`src/hw/rtl/lsbe_pkg.sv`:
```
// Package for the LED strip bit encoder: shared types and constants.
// No dependencies; every other file in hw/rtl imports it.
package lsbe_pkg;

   localparam int CHANNEL_WIDTH   = 8;
   localparam int CHANNEL_COUNT   = 3;
   localparam int WORD_WIDTH      = CHANNEL_WIDTH * CHANNEL_COUNT;
   localparam int TICK_WIDTH      = 8;
   localparam int CSR_INDEX_WIDTH = 2;
   localparam int QUEUE_DEPTH     = 2;
   localparam int BIT_COUNT_WIDTH = $clog2(WORD_WIDTH + 1);

   // register indexes of the configuration port
   localparam logic [CSR_INDEX_WIDTH-1:0] CSR_DIM_DIVISOR      = 2'd0;
   localparam logic [CSR_INDEX_WIDTH-1:0] CSR_ZERO_HIGH_TICKS  = 2'd1;
   localparam logic [CSR_INDEX_WIDTH-1:0] CSR_ONE_HIGH_TICKS   = 2'd2;
   localparam logic [CSR_INDEX_WIDTH-1:0] CSR_BIT_PERIOD_TICKS = 2'd3;

   localparam logic [7:0] RESET_DIM_DIVISOR      = 8'd1;
   localparam logic [7:0] RESET_ZERO_HIGH_TICKS  = 8'd4;
   localparam logic [7:0] RESET_ONE_HIGH_TICKS   = 8'd10;
   localparam logic [7:0] RESET_BIT_PERIOD_TICKS = 8'd20;

   typedef enum logic [1:0] {
      FRONT_IDLE,
      FRONT_DIVIDE,
      FRONT_HOLD
   } front_state_type;

   // dimmed pixel, G R B from the top bit down
   typedef struct packed {
      logic                  frame_end;
      logic [WORD_WIDTH-1:0] word;
   } pixel_word_type;

   // queue head as seen by the serialiser
   typedef struct packed {
      logic           valid;
      pixel_word_type data;
   } queue_head_type;

   typedef struct packed {
      logic [TICK_WIDTH-1:0] zero_high;
      logic [TICK_WIDTH-1:0] one_high;
      logic [TICK_WIDTH-1:0] period;
   } line_timing_type;

endpackage

```
`src/hw/rtl/lsbe_front.sv`:
```
// Front end: takes a pixel request and divides each channel by the dim divisor.
// Three restoring dividers run side by side, one quotient bit per cycle. Uses lsbe_pkg.
module lsbe_front (
   input  logic                          clock,
   input  logic                          reset,
   input  logic                          in_valid,
   output logic                          in_ready,
   input  logic [lsbe_pkg::WORD_WIDTH-1:0] in_pixel,    // red, green, blue
   input  logic                          in_frame_end,
   input  logic [lsbe_pkg::CHANNEL_WIDTH-1:0] dim_divisor,
   output logic                          out_valid,
   input  logic                          out_ready,
   output lsbe_pkg::pixel_word_type      out_data
);
   import lsbe_pkg::*;

   localparam int STEP_WIDTH = $clog2(CHANNEL_WIDTH);
   localparam logic [STEP_WIDTH-1:0] LAST_STEP = STEP_WIDTH'(CHANNEL_WIDTH - 1);

   front_state_type state_ff, state_in;
   logic [STEP_WIDTH-1:0]    step_ff, step_in;
   logic [CHANNEL_WIDTH-1:0] divisor_ff, divisor_in;
   logic                     frame_ff, frame_in;
   logic [CHANNEL_WIDTH-1:0] quot_ff [CHANNEL_COUNT];
   logic [CHANNEL_WIDTH-1:0] quot_in [CHANNEL_COUNT];
   logic [CHANNEL_WIDTH-1:0] rem_ff  [CHANNEL_COUNT];
   logic [CHANNEL_WIDTH-1:0] rem_in  [CHANNEL_COUNT];
   logic [CHANNEL_WIDTH:0]   trial   [CHANNEL_COUNT];
   logic                     fits    [CHANNEL_COUNT];

   assign in_ready  = (state_ff == FRONT_IDLE);
   assign out_valid = (state_ff == FRONT_HOLD);
   // lanes: 0 red, 1 green, 2 blue; sent green first
   assign out_data.frame_end = frame_ff;
   assign out_data.word      = {quot_ff[1], quot_ff[0], quot_ff[2]};

   always_comb begin
      for (int i = 0; i < CHANNEL_COUNT; i++) begin
         trial[i] = {rem_ff[i], quot_ff[i][CHANNEL_WIDTH-1]};
         fits[i]  = (trial[i] >= {1'b0, divisor_ff});
      end
   end

   always_comb begin
      state_in   = state_ff;
      step_in    = step_ff;
      divisor_in = divisor_ff;
      frame_in   = frame_ff;
      for (int i = 0; i < CHANNEL_COUNT; i++) begin
         quot_in[i] = quot_ff[i];
         rem_in[i]  = rem_ff[i];
      end
      case (state_ff)
         FRONT_IDLE: begin
            if (in_valid) begin
               state_in = FRONT_DIVIDE;
               step_in  = '0;
               frame_in = in_frame_end;
               // a zero divisor behaves as one
               divisor_in = (dim_divisor == '0) ? CHANNEL_WIDTH'(1) : dim_divisor;
               for (int i = 0; i < CHANNEL_COUNT; i++) begin
                  quot_in[i] = in_pixel[i*CHANNEL_WIDTH +: CHANNEL_WIDTH];
                  rem_in[i]  = '0;
               end
            end
         end
         FRONT_DIVIDE: begin
            for (int i = 0; i < CHANNEL_COUNT; i++) begin
               quot_in[i] = {quot_ff[i][CHANNEL_WIDTH-2:0], fits[i]};
               rem_in[i]  = fits[i] ? CHANNEL_WIDTH'(trial[i] - {1'b0, divisor_ff})
                                    : trial[i][CHANNEL_WIDTH-1:0];
            end
            step_in = step_ff + 1'b1;
            if (step_ff == LAST_STEP) begin
               state_in = FRONT_HOLD;
            end
         end
         FRONT_HOLD: begin
            if (out_ready) begin
               state_in = FRONT_IDLE;
            end
         end
         default: state_in = FRONT_IDLE;
      endcase
   end

   always_ff @(posedge clock) begin
      if (reset) begin
         state_ff <= FRONT_IDLE;
      end else begin
         state_ff <= state_in;
      end
   end

   always_ff @(posedge clock) begin
      step_ff    <= step_in;
      divisor_ff <= divisor_in;
      frame_ff   <= frame_in;
      for (int i = 0; i < CHANNEL_COUNT; i++) begin
         quot_ff[i] <= quot_in[i];
         rem_ff[i]  <= rem_in[i];
      end
   end

endmodule

```
`src/hw/rtl/lsbe_queue.sv`:
```
// Short queue of dimmed pixel words between the divider and the serialiser.
// Register based, depth set by a parameter. Uses lsbe_pkg.
module lsbe_queue #(
   parameter int Depth = lsbe_pkg::QUEUE_DEPTH
) (
   input  logic                     clock,
   input  logic                     reset,
   input  logic                     push_valid,
   output logic                     push_ready,
   input  lsbe_pkg::pixel_word_type push_data,
   input  logic                     pop,
   output lsbe_pkg::queue_head_type head
);
   import lsbe_pkg::*;

   localparam int PTR_WIDTH = (Depth > 1) ? $clog2(Depth) : 1;
   localparam int CNT_WIDTH = $clog2(Depth + 1);
   localparam logic [PTR_WIDTH-1:0] LAST_PTR  = PTR_WIDTH'(Depth - 1);
   localparam logic [CNT_WIDTH-1:0] FULL_CNT  = CNT_WIDTH'(Depth);

   pixel_word_type        entry_ff [Depth];
   logic [PTR_WIDTH-1:0]  wr_ptr_ff, wr_ptr_in;
   logic [PTR_WIDTH-1:0]  rd_ptr_ff, rd_ptr_in;
   logic [CNT_WIDTH-1:0]  count_ff, count_in;
   logic                  do_push, do_pop;

   assign push_ready = (count_ff != FULL_CNT);
   assign do_push    = push_valid && push_ready;
   assign do_pop     = pop && (count_ff != '0);
   assign head.valid = (count_ff != '0);
   assign head.data  = entry_ff[rd_ptr_ff];

   always_comb begin
      wr_ptr_in = wr_ptr_ff;
      rd_ptr_in = rd_ptr_ff;
      count_in  = count_ff;
      if (do_push) begin
         wr_ptr_in = (wr_ptr_ff == LAST_PTR) ? '0 : wr_ptr_ff + 1'b1;
      end
      if (do_pop) begin
         rd_ptr_in = (rd_ptr_ff == LAST_PTR) ? '0 : rd_ptr_ff + 1'b1;
      end
      if (do_push && !do_pop) begin
         count_in = count_ff + 1'b1;
      end else if (do_pop && !do_push) begin
         count_in = count_ff - 1'b1;
      end
   end

   always_ff @(posedge clock) begin
      if (reset) begin
         wr_ptr_ff <= '0;
         rd_ptr_ff <= '0;
         count_ff  <= '0;
      end else begin
         wr_ptr_ff <= wr_ptr_in;
         rd_ptr_ff <= rd_ptr_in;
         count_ff  <= count_in;
      end
   end

   always_ff @(posedge clock) begin
      if (do_push) begin
         entry_ff[wr_ptr_ff] <= push_data;
      end
   end

endmodule

```
`src/hw/rtl/lsbe_back.sv`:
```
// Back end: shifts a pixel word out MSB first, one bit per cycle while responses are accepted, with line timing.
// Drives the registered response fields. Uses lsbe_pkg.
module lsbe_back (
   input  logic                            clock,
   input  logic                            reset,
   input  lsbe_pkg::queue_head_type        head,
   output logic                            pop,
   input  lsbe_pkg::line_timing_type       timing,
   output logic                            out_valid,
   input  logic                            out_ready,
   output logic                            out_bit,
   output logic [lsbe_pkg::TICK_WIDTH-1:0] out_high,
   output logic [lsbe_pkg::TICK_WIDTH-1:0] out_low,
   output logic                            out_pixel_last,
   output logic                            out_frame_last
);
   import lsbe_pkg::*;

   localparam logic [BIT_COUNT_WIDTH-1:0] FIRST_LEFT = BIT_COUNT_WIDTH'(WORD_WIDTH - 1);

   logic [WORD_WIDTH-1:0]      word_ff, word_in;
   logic [BIT_COUNT_WIDTH-1:0] left_ff, left_in;
   logic                       frame_ff, frame_in;
   logic                       valid_ff, valid_in;
   logic                       bit_ff, bit_in;
   logic [TICK_WIDTH-1:0]      high_ff, high_in;
   logic [TICK_WIDTH-1:0]      low_ff, low_in;
   logic                       plast_ff, plast_in;
   logic                       flast_ff, flast_in;

   logic [WORD_WIDTH-1:0] src_word;
   logic                  src_frame;
   logic                  have_bit, advance, last_bit;
   logic [TICK_WIDTH-1:0] raw_high;

   assign out_valid      = valid_ff;
   assign out_bit        = bit_ff;
   assign out_high       = high_ff;
   assign out_low        = low_ff;
   assign out_pixel_last = plast_ff;
   assign out_frame_last = flast_ff;

   always_comb begin
      // with nothing left in flight, the queue head supplies the first bit directly
      src_word  = (left_ff == '0) ? head.data.word : word_ff;
      src_frame = (left_ff == '0) ? head.data.frame_end : frame_ff;
      have_bit  = (left_ff != '0) || head.valid;
      advance   = have_bit && (!valid_ff || out_ready);
      pop       = advance && (left_ff == '0);
      last_bit  = (left_ff == BIT_COUNT_WIDTH'(1));
      raw_high  = src_word[WORD_WIDTH-1] ? timing.one_high : timing.zero_high;

      word_in  = word_ff;
      left_in  = left_ff;
      frame_in = frame_ff;
      bit_in   = bit_ff;
      high_in  = high_ff;
      low_in   = low_ff;
      plast_in = plast_ff;
      flast_in = flast_ff;
      valid_in = valid_ff && !out_ready;

      if (advance) begin
         valid_in = 1'b1;
         word_in  = {src_word[WORD_WIDTH-2:0], 1'b0};
         left_in  = (left_ff == '0) ? FIRST_LEFT : left_ff - 1'b1;
         frame_in = src_frame;
         bit_in   = src_word[WORD_WIDTH-1];
         high_in  = (raw_high == '0) ? TICK_WIDTH'(1) : raw_high;
         low_in   = (timing.period > high_in) ? timing.period - high_in : TICK_WIDTH'(1);
         plast_in = last_bit;
         flast_in = last_bit && src_frame;
      end
   end

   always_ff @(posedge clock) begin
      if (reset) begin
         left_ff  <= '0;
         valid_ff <= 1'b0;
      end else begin
         left_ff  <= left_in;
         valid_ff <= valid_in;
      end
   end

   always_ff @(posedge clock) begin
      word_ff  <= word_in;
      frame_ff <= frame_in;
      bit_ff   <= bit_in;
      high_ff  <= high_in;
      low_ff   <= low_in;
      plast_ff <= plast_in;
      flast_ff <= flast_in;
   end

endmodule

```
`src/hw/rtl/led_strip_bit_encoder_core.sv`:
```
// LED strip bit encoder, top level: configuration registers, divider front end,
// pixel queue and bit serialiser. Depends on lsbe_pkg, lsbe_front, lsbe_queue, lsbe_back.
// A request passes the divider front end and the queue before the serialiser registers its first bit.
// Pixel rate is set by the serialiser emitting one bit a cycle while rsp_tready allows;
// the divider overlaps with the serialiser through the queue.
// Reset (synchronous, active high) empties the pipeline and loads the register defaults.
module led_strip_bit_encoder_core #(
   parameter int QueueDepth = lsbe_pkg::QUEUE_DEPTH
) (
   input  logic                                 clock,
   input  logic                                 reset,
   input  logic                                 req_tvalid,
   output logic                                 req_tready,
   input  logic [23:0]                          req_tdata,  // red, green, blue
   input  logic                                 req_tlast,  // frame_end
   output logic                                 rsp_tvalid,
   input  logic                                 rsp_tready,
   output logic [23:0]                          rsp_tdata,  // bit_value, high_ticks, low_ticks, zeros
   output logic                                 rsp_tuser,  // pixel_last
   output logic                                 rsp_tlast,  // frame_last
   input  logic                                 csr_we,
   input  logic [lsbe_pkg::CSR_INDEX_WIDTH-1:0] csr_index,
   input  logic [7:0]                           csr_wdata
);
   import lsbe_pkg::*;

   logic [7:0] dim_ff, zero_high_ff, one_high_ff, period_ff;

   logic                  front_valid, front_ready;
   pixel_word_type        front_data;
   queue_head_type        head;
   logic                  pop;
   line_timing_type       timing;
   logic                  out_bit;
   logic [TICK_WIDTH-1:0] out_high, out_low;

   always_ff @(posedge clock) begin
      if (reset) begin
         dim_ff       <= RESET_DIM_DIVISOR;
         zero_high_ff <= RESET_ZERO_HIGH_TICKS;
         one_high_ff  <= RESET_ONE_HIGH_TICKS;
         period_ff    <= RESET_BIT_PERIOD_TICKS;
      end else if (csr_we) begin
         case (csr_index)
            CSR_DIM_DIVISOR:      dim_ff       <= csr_wdata;
            CSR_ZERO_HIGH_TICKS:  zero_high_ff <= csr_wdata;
            CSR_ONE_HIGH_TICKS:   one_high_ff  <= csr_wdata;
            CSR_BIT_PERIOD_TICKS: period_ff    <= csr_wdata;
            default: ;
         endcase
      end
   end

   assign timing.zero_high = zero_high_ff;
   assign timing.one_high  = one_high_ff;
   assign timing.period    = period_ff;

   lsbe_front u_front (
      .clock        (clock),
      .reset        (reset),
      .in_valid     (req_tvalid),
      .in_ready     (req_tready),
      .in_pixel     (req_tdata),
      .in_frame_end (req_tlast),
      .dim_divisor  (dim_ff),
      .out_valid    (front_valid),
      .out_ready    (front_ready),
      .out_data     (front_data)
   );

   lsbe_queue #(
      .Depth (QueueDepth)
   ) u_queue (
      .clock      (clock),
      .reset      (reset),
      .push_valid (front_valid),
      .push_ready (front_ready),
      .push_data  (front_data),
      .pop        (pop),
      .head       (head)
   );

   lsbe_back u_back (
      .clock          (clock),
      .reset          (reset),
      .head           (head),
      .pop            (pop),
      .timing         (timing),
      .out_valid      (rsp_tvalid),
      .out_ready      (rsp_tready),
      .out_bit        (out_bit),
      .out_high       (out_high),
      .out_low        (out_low),
      .out_pixel_last (rsp_tuser),
      .out_frame_last (rsp_tlast)
   );

   assign rsp_tdata = {7'b0, out_low, out_high, out_bit};

endmodule
```
`config.mk`:
```
export PLATFORM = sky130hd
export DESIGN_NAME = led_strip_bit_encoder_core
export DESIGN_NICKNAME = d
export VERILOG_FILES = /design/src/hw/rtl/lsbe_pkg.sv /design/src/hw/rtl/lsbe_front.sv /design/src/hw/rtl/lsbe_queue.sv /design/src/hw/rtl/lsbe_back.sv /design/src/hw/rtl/led_strip_bit_encoder_core.sv
export SDC_FILE = /design/constraint.sdc
export NUM_CORES = 1
export LEC_CHECK = 0
export ABC_AREA = 0
export BUFFER_PORTS_ARGS = -buffer_cell sky130_fd_sc_hd__buf_4
export CELL_PAD_IN_SITES_DETAIL_PLACEMENT = 1
export CELL_PAD_IN_SITES_GLOBAL_PLACEMENT = 1
export CORE_AREA = 2 2 146 148
export CTS_CLUSTER_SIZE = 16
export DETAILED_ROUTE_END_ITERATION = 10
export DIE_AREA = 0 0 148 150
export PLACE_DENSITY_LB_ADDON = 0.15
export RECOVER_POWER = 25
export SLEW_MARGIN = 20
export SYNTH_ARGS = -nofsm -noshare
export SYNTH_HDL_FRONTEND = slang
export SYNTH_SLANG_ARGS = --single-unit
export TNS_END_PERCENT = 30
```
`constraint.sdc`:
```
create_clock -name clock -period 5.1 [get_ports clock]
set_clock_uncertainty 0.05 [all_clocks]
set_input_delay 0.255 -clock clock [delete_from_list [all_inputs] [get_ports clock]]
set_output_delay 0.255 -clock clock [all_outputs]
set_load 0.01 [all_outputs]
```
# Word-level counts from Yosys, hierarchy flattened
# Memories as Yosys holds them, arrays and structs flattened. A register that Yosys moved wholly into a read port is not among the register bits.
# Index checks and enable logic that the tools add are counted.
[totals]
regBits = 99
latchBits = 0
ramBits = 98
romBits = 0
inputBits = 40
output_inout_bits = 28
word_cells = 106
mem_count = 3
[op_classes]
addsub = 10
multipliers = 0
div_mod_pow = 0
magnitude_cmp = 4
eq_ne = 11
n_shift = 0
n_mux = 27
n_bitwise = 0
n_reduce_logical = 30
[memory_table]
columns = ["memory", "words", "width", "rd", "rd_clocked_by_memory_dff", "wr", "line", "text"]
rows = [
  ["u_queue.entry_ff", 2, 25, 1, 1, 1, "lsbe_queue.sv:21", "pixel_word_type entry_ff [Depth];"],
  ["u_front.quot_ff", 3, 8, 3, 0, 3, "lsbe_front.sv:24", "logic [CHANNEL_WIDTH-1:0] quot_ff [CHANNEL_COUNT];"],
  ["u_front.rem_ff", 3, 8, 3, 0, 3, "lsbe_front.sv:26", "logic [CHANNEL_WIDTH-1:0] rem_ff [CHANNEL_COUNT];"],
]
[op_table]
columns = ["op", "count"]
rows = [
  ["case mux 24 bit (2 select lines)", 2],
  ["two-way mux 24 bit", 3],
  ["two-way mux 8 bit", 5],
  ["subtractor 8 bit", 4],
  [">= comparator 9 x 8 -> 1 bit", 3],
  ["logical NOT 8 bit", 2],
  ["AND reduction 2 bit", 6],
  ["two-way mux 2 bit", 5],
  ["greater-than comparator 8 bit", 1],
  ["logical AND 1 bit", 8],
  ["two-way mux 1 bit", 8],
  ["== test 2 bit, second input constant", 3],
  ["!= test 2 bit, second input constant", 3],
  ["case mux 2 bit (3 select lines)", 1],
  ["case mux 3 bit (2 select lines)", 1],
  ["nonzero test 2 bit", 3],
  ["== test 5 x 1 -> 1 bit, second input constant", 1],
  ["logical NOT 5 bit", 1],
  ["two-way mux 5 bit", 1],
  ["nonzero test 5 bit", 1],
  ["subtractor 5 x 1 -> 5 bit, second input constant", 1],
  ["== test 2 x 1 -> 1 bit, second input constant", 2],
  ["logical NOT 1 bit", 4],
  ["logical NOT 2 bit", 2],
  ["9 further kinds", 11],
]

# Longest topological paths before layout
[logic_depth]
word_depth = 8
ltp_mapped = 15

# By module
# Synthesis repeated with hierarchy kept, for this count alone.
[unflattened]
hier_cells = 823
area_unflattened_um2 = 9549.2
[by_module_without_submodules]
columns = ["mod", "n_inst", "cells_per_inst", "area_each_um2", "seq_area_each_um2"]
rows = [
  ["lsbe_front", 1, 356, 3684.8, 1841.8],
  ["lsbe_back", 1, 233, 2478.6, 1411.4],
  ["lsbe_queue", 1, 102, 2023.2, 1601.5],
  ["led_strip_bit_encoder_core", 1, 132, 1362.6, 640.6],
]

# Least setup slack after synthesis
# No wires, ideal clock.
[synth_path]
path_kind = "flip-flop to flip-flop"
from = "reg u_back.left_ff[0]"
to = "reg u_back.low_ff[0], in the netlist u_back.out_low[0] (data pin)"
t_arrival_ns = 3.136
t_required_ns = 4.788
slack_ns = 1.652
path_stages_with_launch = 15
n_path_buf = 0
synth_period_minus_slack_ns = 3.448
path_cell_list = "dfxtp_1 -> inv_1 -> ha_1 -> nor4b_4 -> o21ai_2 -> nor3_1 -> a21oi_1 -> ha_1 -> fa_1 -> and2b_1 -> o21ai_0 -> a21boi_0 -> o21bai_1 -> a22o_1 -> or2_2"
[synth_between]
elab_chain_len = 6
elab_cells_between_ends = 7
[synth_lines]
columns = ["element", "line", "text"]
rows = [
  ["start: declaration", "lsbe_back.sv:22", "logic [BIT_COUNT_WIDTH-1:0] left_ff, left_in;"],
  ["start signal: assignment", "lsbe_back.sv:81", "left_ff <= left_in;"],
  ["logical NOT 5 bit (*)", "lsbe_back.sv:45", "src_word = (left_ff == '0) ? head.data.word : word_ff;"],
  ["two-way mux 24 bit (*)", "lsbe_back.sv:45", ""],
  ["two-way mux 8 bit (*)", "lsbe_back.sv:51", "raw_high = src_word[WORD_WIDTH-1] ? timing.one_high : timing.zero_high;"],
  ["logical NOT 8 bit", "lsbe_back.sv:69", "high_in = (raw_high == '0) ? TICK_WIDTH'(1) : raw_high;"],
  ["two-way mux 8 bit (*)", "lsbe_back.sv:69", ""],
  ["subtractor 8 bit or greater-than comparator 8 bit (tied branches)", "lsbe_back.sv:70", "low_in = (timing.period > high_in) ? timing.period - high_in : TICK_WIDTH'(1);"],
  ["end signal: assignment", "lsbe_back.sv:91", "low_ff <= low_in;"],
  ["end: declaration", "lsbe_back.sv:27", "logic [TICK_WIDTH-1:0] low_ff, low_in;"],
]
# Every way passes the cells marked *; elsewhere a longest branch is shown, timed or not.
# A chain may end at the register's enable or synchronous reset.

# Worst setup path after layout
# Ends and elaborated chain as after synthesis.

==> metrics.md <==
| Metric | Value |
|---|---|
| Root buf cell | `clkbuf_16` |
| Post-DP HPWL | `14200 µm` |
| Max cap viols | `0` |
| Critical Path Sink Type | `flip-flop` |
| Total Power | `5.43 mW` |
| Status | `finished, final reports clean` |
| Pwr per Cell Area | `518 mW/mm²` |
| Met2 GRT Util | `0.334` |
| Placeable Area | `0.0207 mm²` |
| Cts bufs inserted | `17` |
| Residual DRC | `0` |
| Detailed-route via count | `6056` |
| Max Root-Sink Buffers | `2` |
| Ys flop type | `edfxtp_1` |
| Worst slew margin | `0.309` |
| Sequential area share after synthesis | `0.597` |
| Rows | `53` |
| Worst skew pair latency | `0.43 ns` |
| Worst Tran Pin Value | `1.04 ns` |
| GRT Overall Usage | `0.192` |
| M1 GR Usage | `0.247` |
| GP Congestion | `0.844` |
| Io pins | `68` |
| Post-cts sizing count | `0` |
| Yosys warns | `0` |
| Vias/cell | `5.29` |
| Tcrit/Tclk final | `0.766` |
| Initial Util | `0.445` |
| Crit-path max FO | `10` |
| Overflow after GRT | `0` |
| Lkg Pwr | `4.16 nW` |
| Fin util | `0.507` |
| Min cycle time layout | `3.90 ns` |
| Max frequency | `256 MHz` |
| WL final | `20700 µm` |
| Nets@finish | `938` |
| Critical path class | `flip-flop to flip-flop` |
| Pin count of the biggest net entering global routing | `52` |
| Chip width | `148 µm` |
| CP startpoint kind | `flip-flop` |
| Clk sinks | `198` |
| Die area | `0.0222 mm²` |
| Share of post-route cells with drive strength above 1 | `0.123` |
| H-tree Lvls | `4` |
| WP data required | `5.22 ns` |
| Slew Limit Fails | `0` |
| CTS tree | `done` |
| Unrepaired setup endpoints after global routing | `no` |
| Asr flop ratio synth | `0` |
| Setup_tns | `0 ns` |
| P&R area growth vs syn | `14.0%` |
| Final worst slack | `1.20 ns` |
| Clock-pin slew on the worst setup and hold paths | `0.07 ns` |
| Mapped Area | `0.00920 mm²` |
| First-pass GRT wire length | `33300 µm` |
| Maximum vdd drop | `0.000303 V` |
| Unique masters post-synth | `62` |
| Final hold violation count | `0` |
| Die H | `150 µm` |
| Setup slack after placement | `1.22 ns` |
| Initial antenna violation count | `0` |
| Avg Inst Size Synth | `11.4 µm²` |
| Grt peak-use layer | `met2` |
| Synthesized instance count | `805` |
| Initial DRC Count | `315` |
| Final setup vio count | `0` |
| IO buf count | `60` |
| Crit path arrival time | `4.03 ns` |
| Number of flops mapped to enable cells by yosys | `153` |
| Met3 Use GR | `0.0320` |
| 1st-pass router iterations | `4` |
| Antenna diode instance count | `0` |
| Wire per inst | `18.1 µm` |
| Worst Hold Class | `input port to flip-flop` |
| Antenna Nets Post-Route | `0` |
| Vias in the first global route | `6352` |
| #FFs+latches synth | `198` |
worst max-delay path, stage by stage (launching register included):
cell and delay (ns):
dfxtp_1 0.41, inv_1 0.10, ha_1 0.24, nor4b_4 0.15, o21ai_2 0.53, mux2i_1 0.34, inv_1 0.11, fa_1 0.41
and2b_1 0.21, o21ai_0 0.09, a21boi_0 0.33, o21bai_1 0.10, a22o_1 0.28, or2_2 0.29
final timing paths:
kind	slack [ns]	start	depth (start not counted)	to
max	1.20	u_back.left_ff[0]	13	u_back.out_low[0]
max reg2reg	1.20	u_back.left_ff[0]	13	u_back.out_low[0]
min reg2reg	0.43	dim_ff[4]	0	u_front.divisor_ff[4]
min	0.03	csr_wdata[0]	2	dim_ff[0]
layer usage:
metal,up-vias,part of all wire
li1,2944,-
met5,-,0
met2,86,0.50
met3,24,0.027
met1,3002,0.46
met4,0,0.014
kinds of logic after synthesis:
family	synth area share
compound gates	0.0888
xor+xnor	0.0170
fa+ha+maj	0.0604
buf+inv	0.0355
flops	0.597
mux	0.0615
other cells	0.000408
simple gates	0.139
timing repair:
item,in CTS,in global routing
setup buffers,0,0
hold buffers,1,0
endpoints found under the hold margin,1,0
report_power, final:
part           total (mW)  leakage, nW  switching (mW)  internal [mW]
sequential           2.36         1.86           0.156           2.21
clock                1.38        0.291           0.603          0.781
combinational        1.68         2.02            1.02          0.668
per-stage QoR:
step,area [µm²],hold slack (ns),cells
detailed placement,9890,0.407,1111
floorplan,9220,0.304,811
global placement,9890,0.400,1111
CTS,10500,0.0100,1144
global route,10500,0.0131,1144
finish,10500,0.0323,1144
area by class of cell:
cell class	instances	area [µm²]
Fill cell	2191	10200
Clock inverter	13	171
Timing Repair Buffer	70	509
Inverter	32	120
Tap cell	275	344
Multi-Input combinational cell	537	3410
Clock buffer	19	433
Sequential cell	198	5500
cell usage after synthesis (all sizes together) (3+ instances only):
| library cell | number | area (µm²) |
|---|---|---|
| buf | 19 | 113 |
| clkbuf | 25 | 93.8 |
| xor2 | 9 | 86.3 |
| xnor2 | 8 | 70.1 |
| a21o | 6 | 45.0 |
| nand3 | 5 | 25.0 |
| nand3b | 6 | 45.0 |
| o22ai | 4 | 25.0 |
| o31ai | 4 | 30.0 |
| nand2 | 120 | 453 |
| nor2 | 89 | 337 |
| nor3 | 12 | 60.1 |
| a21oi | 59 | 295 |
| o21ai | 23 | 119 |
| edfxtp | 153 | 4590 |
| o21a | 6 | 45.0 |
| or3 | 4 | 25.0 |
| ha | 38 | 475 |
| and2 | 4 | 25.0 |
| o21bai | 4 | 30.0 |
| a211oi | 7 | 52.6 |
| nor3b | 3 | 33.8 |
| inv | 32 | 120 |
| or2 | 3 | 18.8 |
| nand2b | 6 | 37.5 |
| mux2i | 55 | 551 |
| nor2b | 16 | 100 |
| nor4 | 3 | 18.8 |
| fa | 4 | 80.1 |
| a211o | 3 | 26.3 |
| dfxtp | 45 | 901 |
cell usage in the layout, fill, tap and decap left out, types with 14 or more instances in the layout:
| master | n |
|---|---|
| edfxtp_1 | 153 |
| nand2_1 | 118 |
| nor2_1 | 88 |
| buf_4 | 64 |
| a21oi_1 | 59 |
| mux2i_1 | 55 |
| dfxtp_1 | 45 |
| ha_1 | 38 |
| inv_1 | 32 |
| o21ai_0 | 21 |
| clkbuf_16 | 17 |
| nor2b_1 | 14 |
sequential cells by signal (all words and copies together), names as in the netlist, 2 cells and up, named ones only:
name / flops
dim_ff: 8
one_high_ff: 8
period_ff: 8
u_back.left_ff: 5
u_back.out_high: 8
u_back.out_low: 8
u_back.word_ff: 23
u_front.divisor_ff: 8
u_front.quot_ff: 24
u_front.rem_ff: 24
u_front.state_ff: 2
u_front.step_ff: 3
u_queue.count_ff: 2
u_queue.entry_ff: 50
zero_high_ff: 8
(Power assumes the default switching activity.)
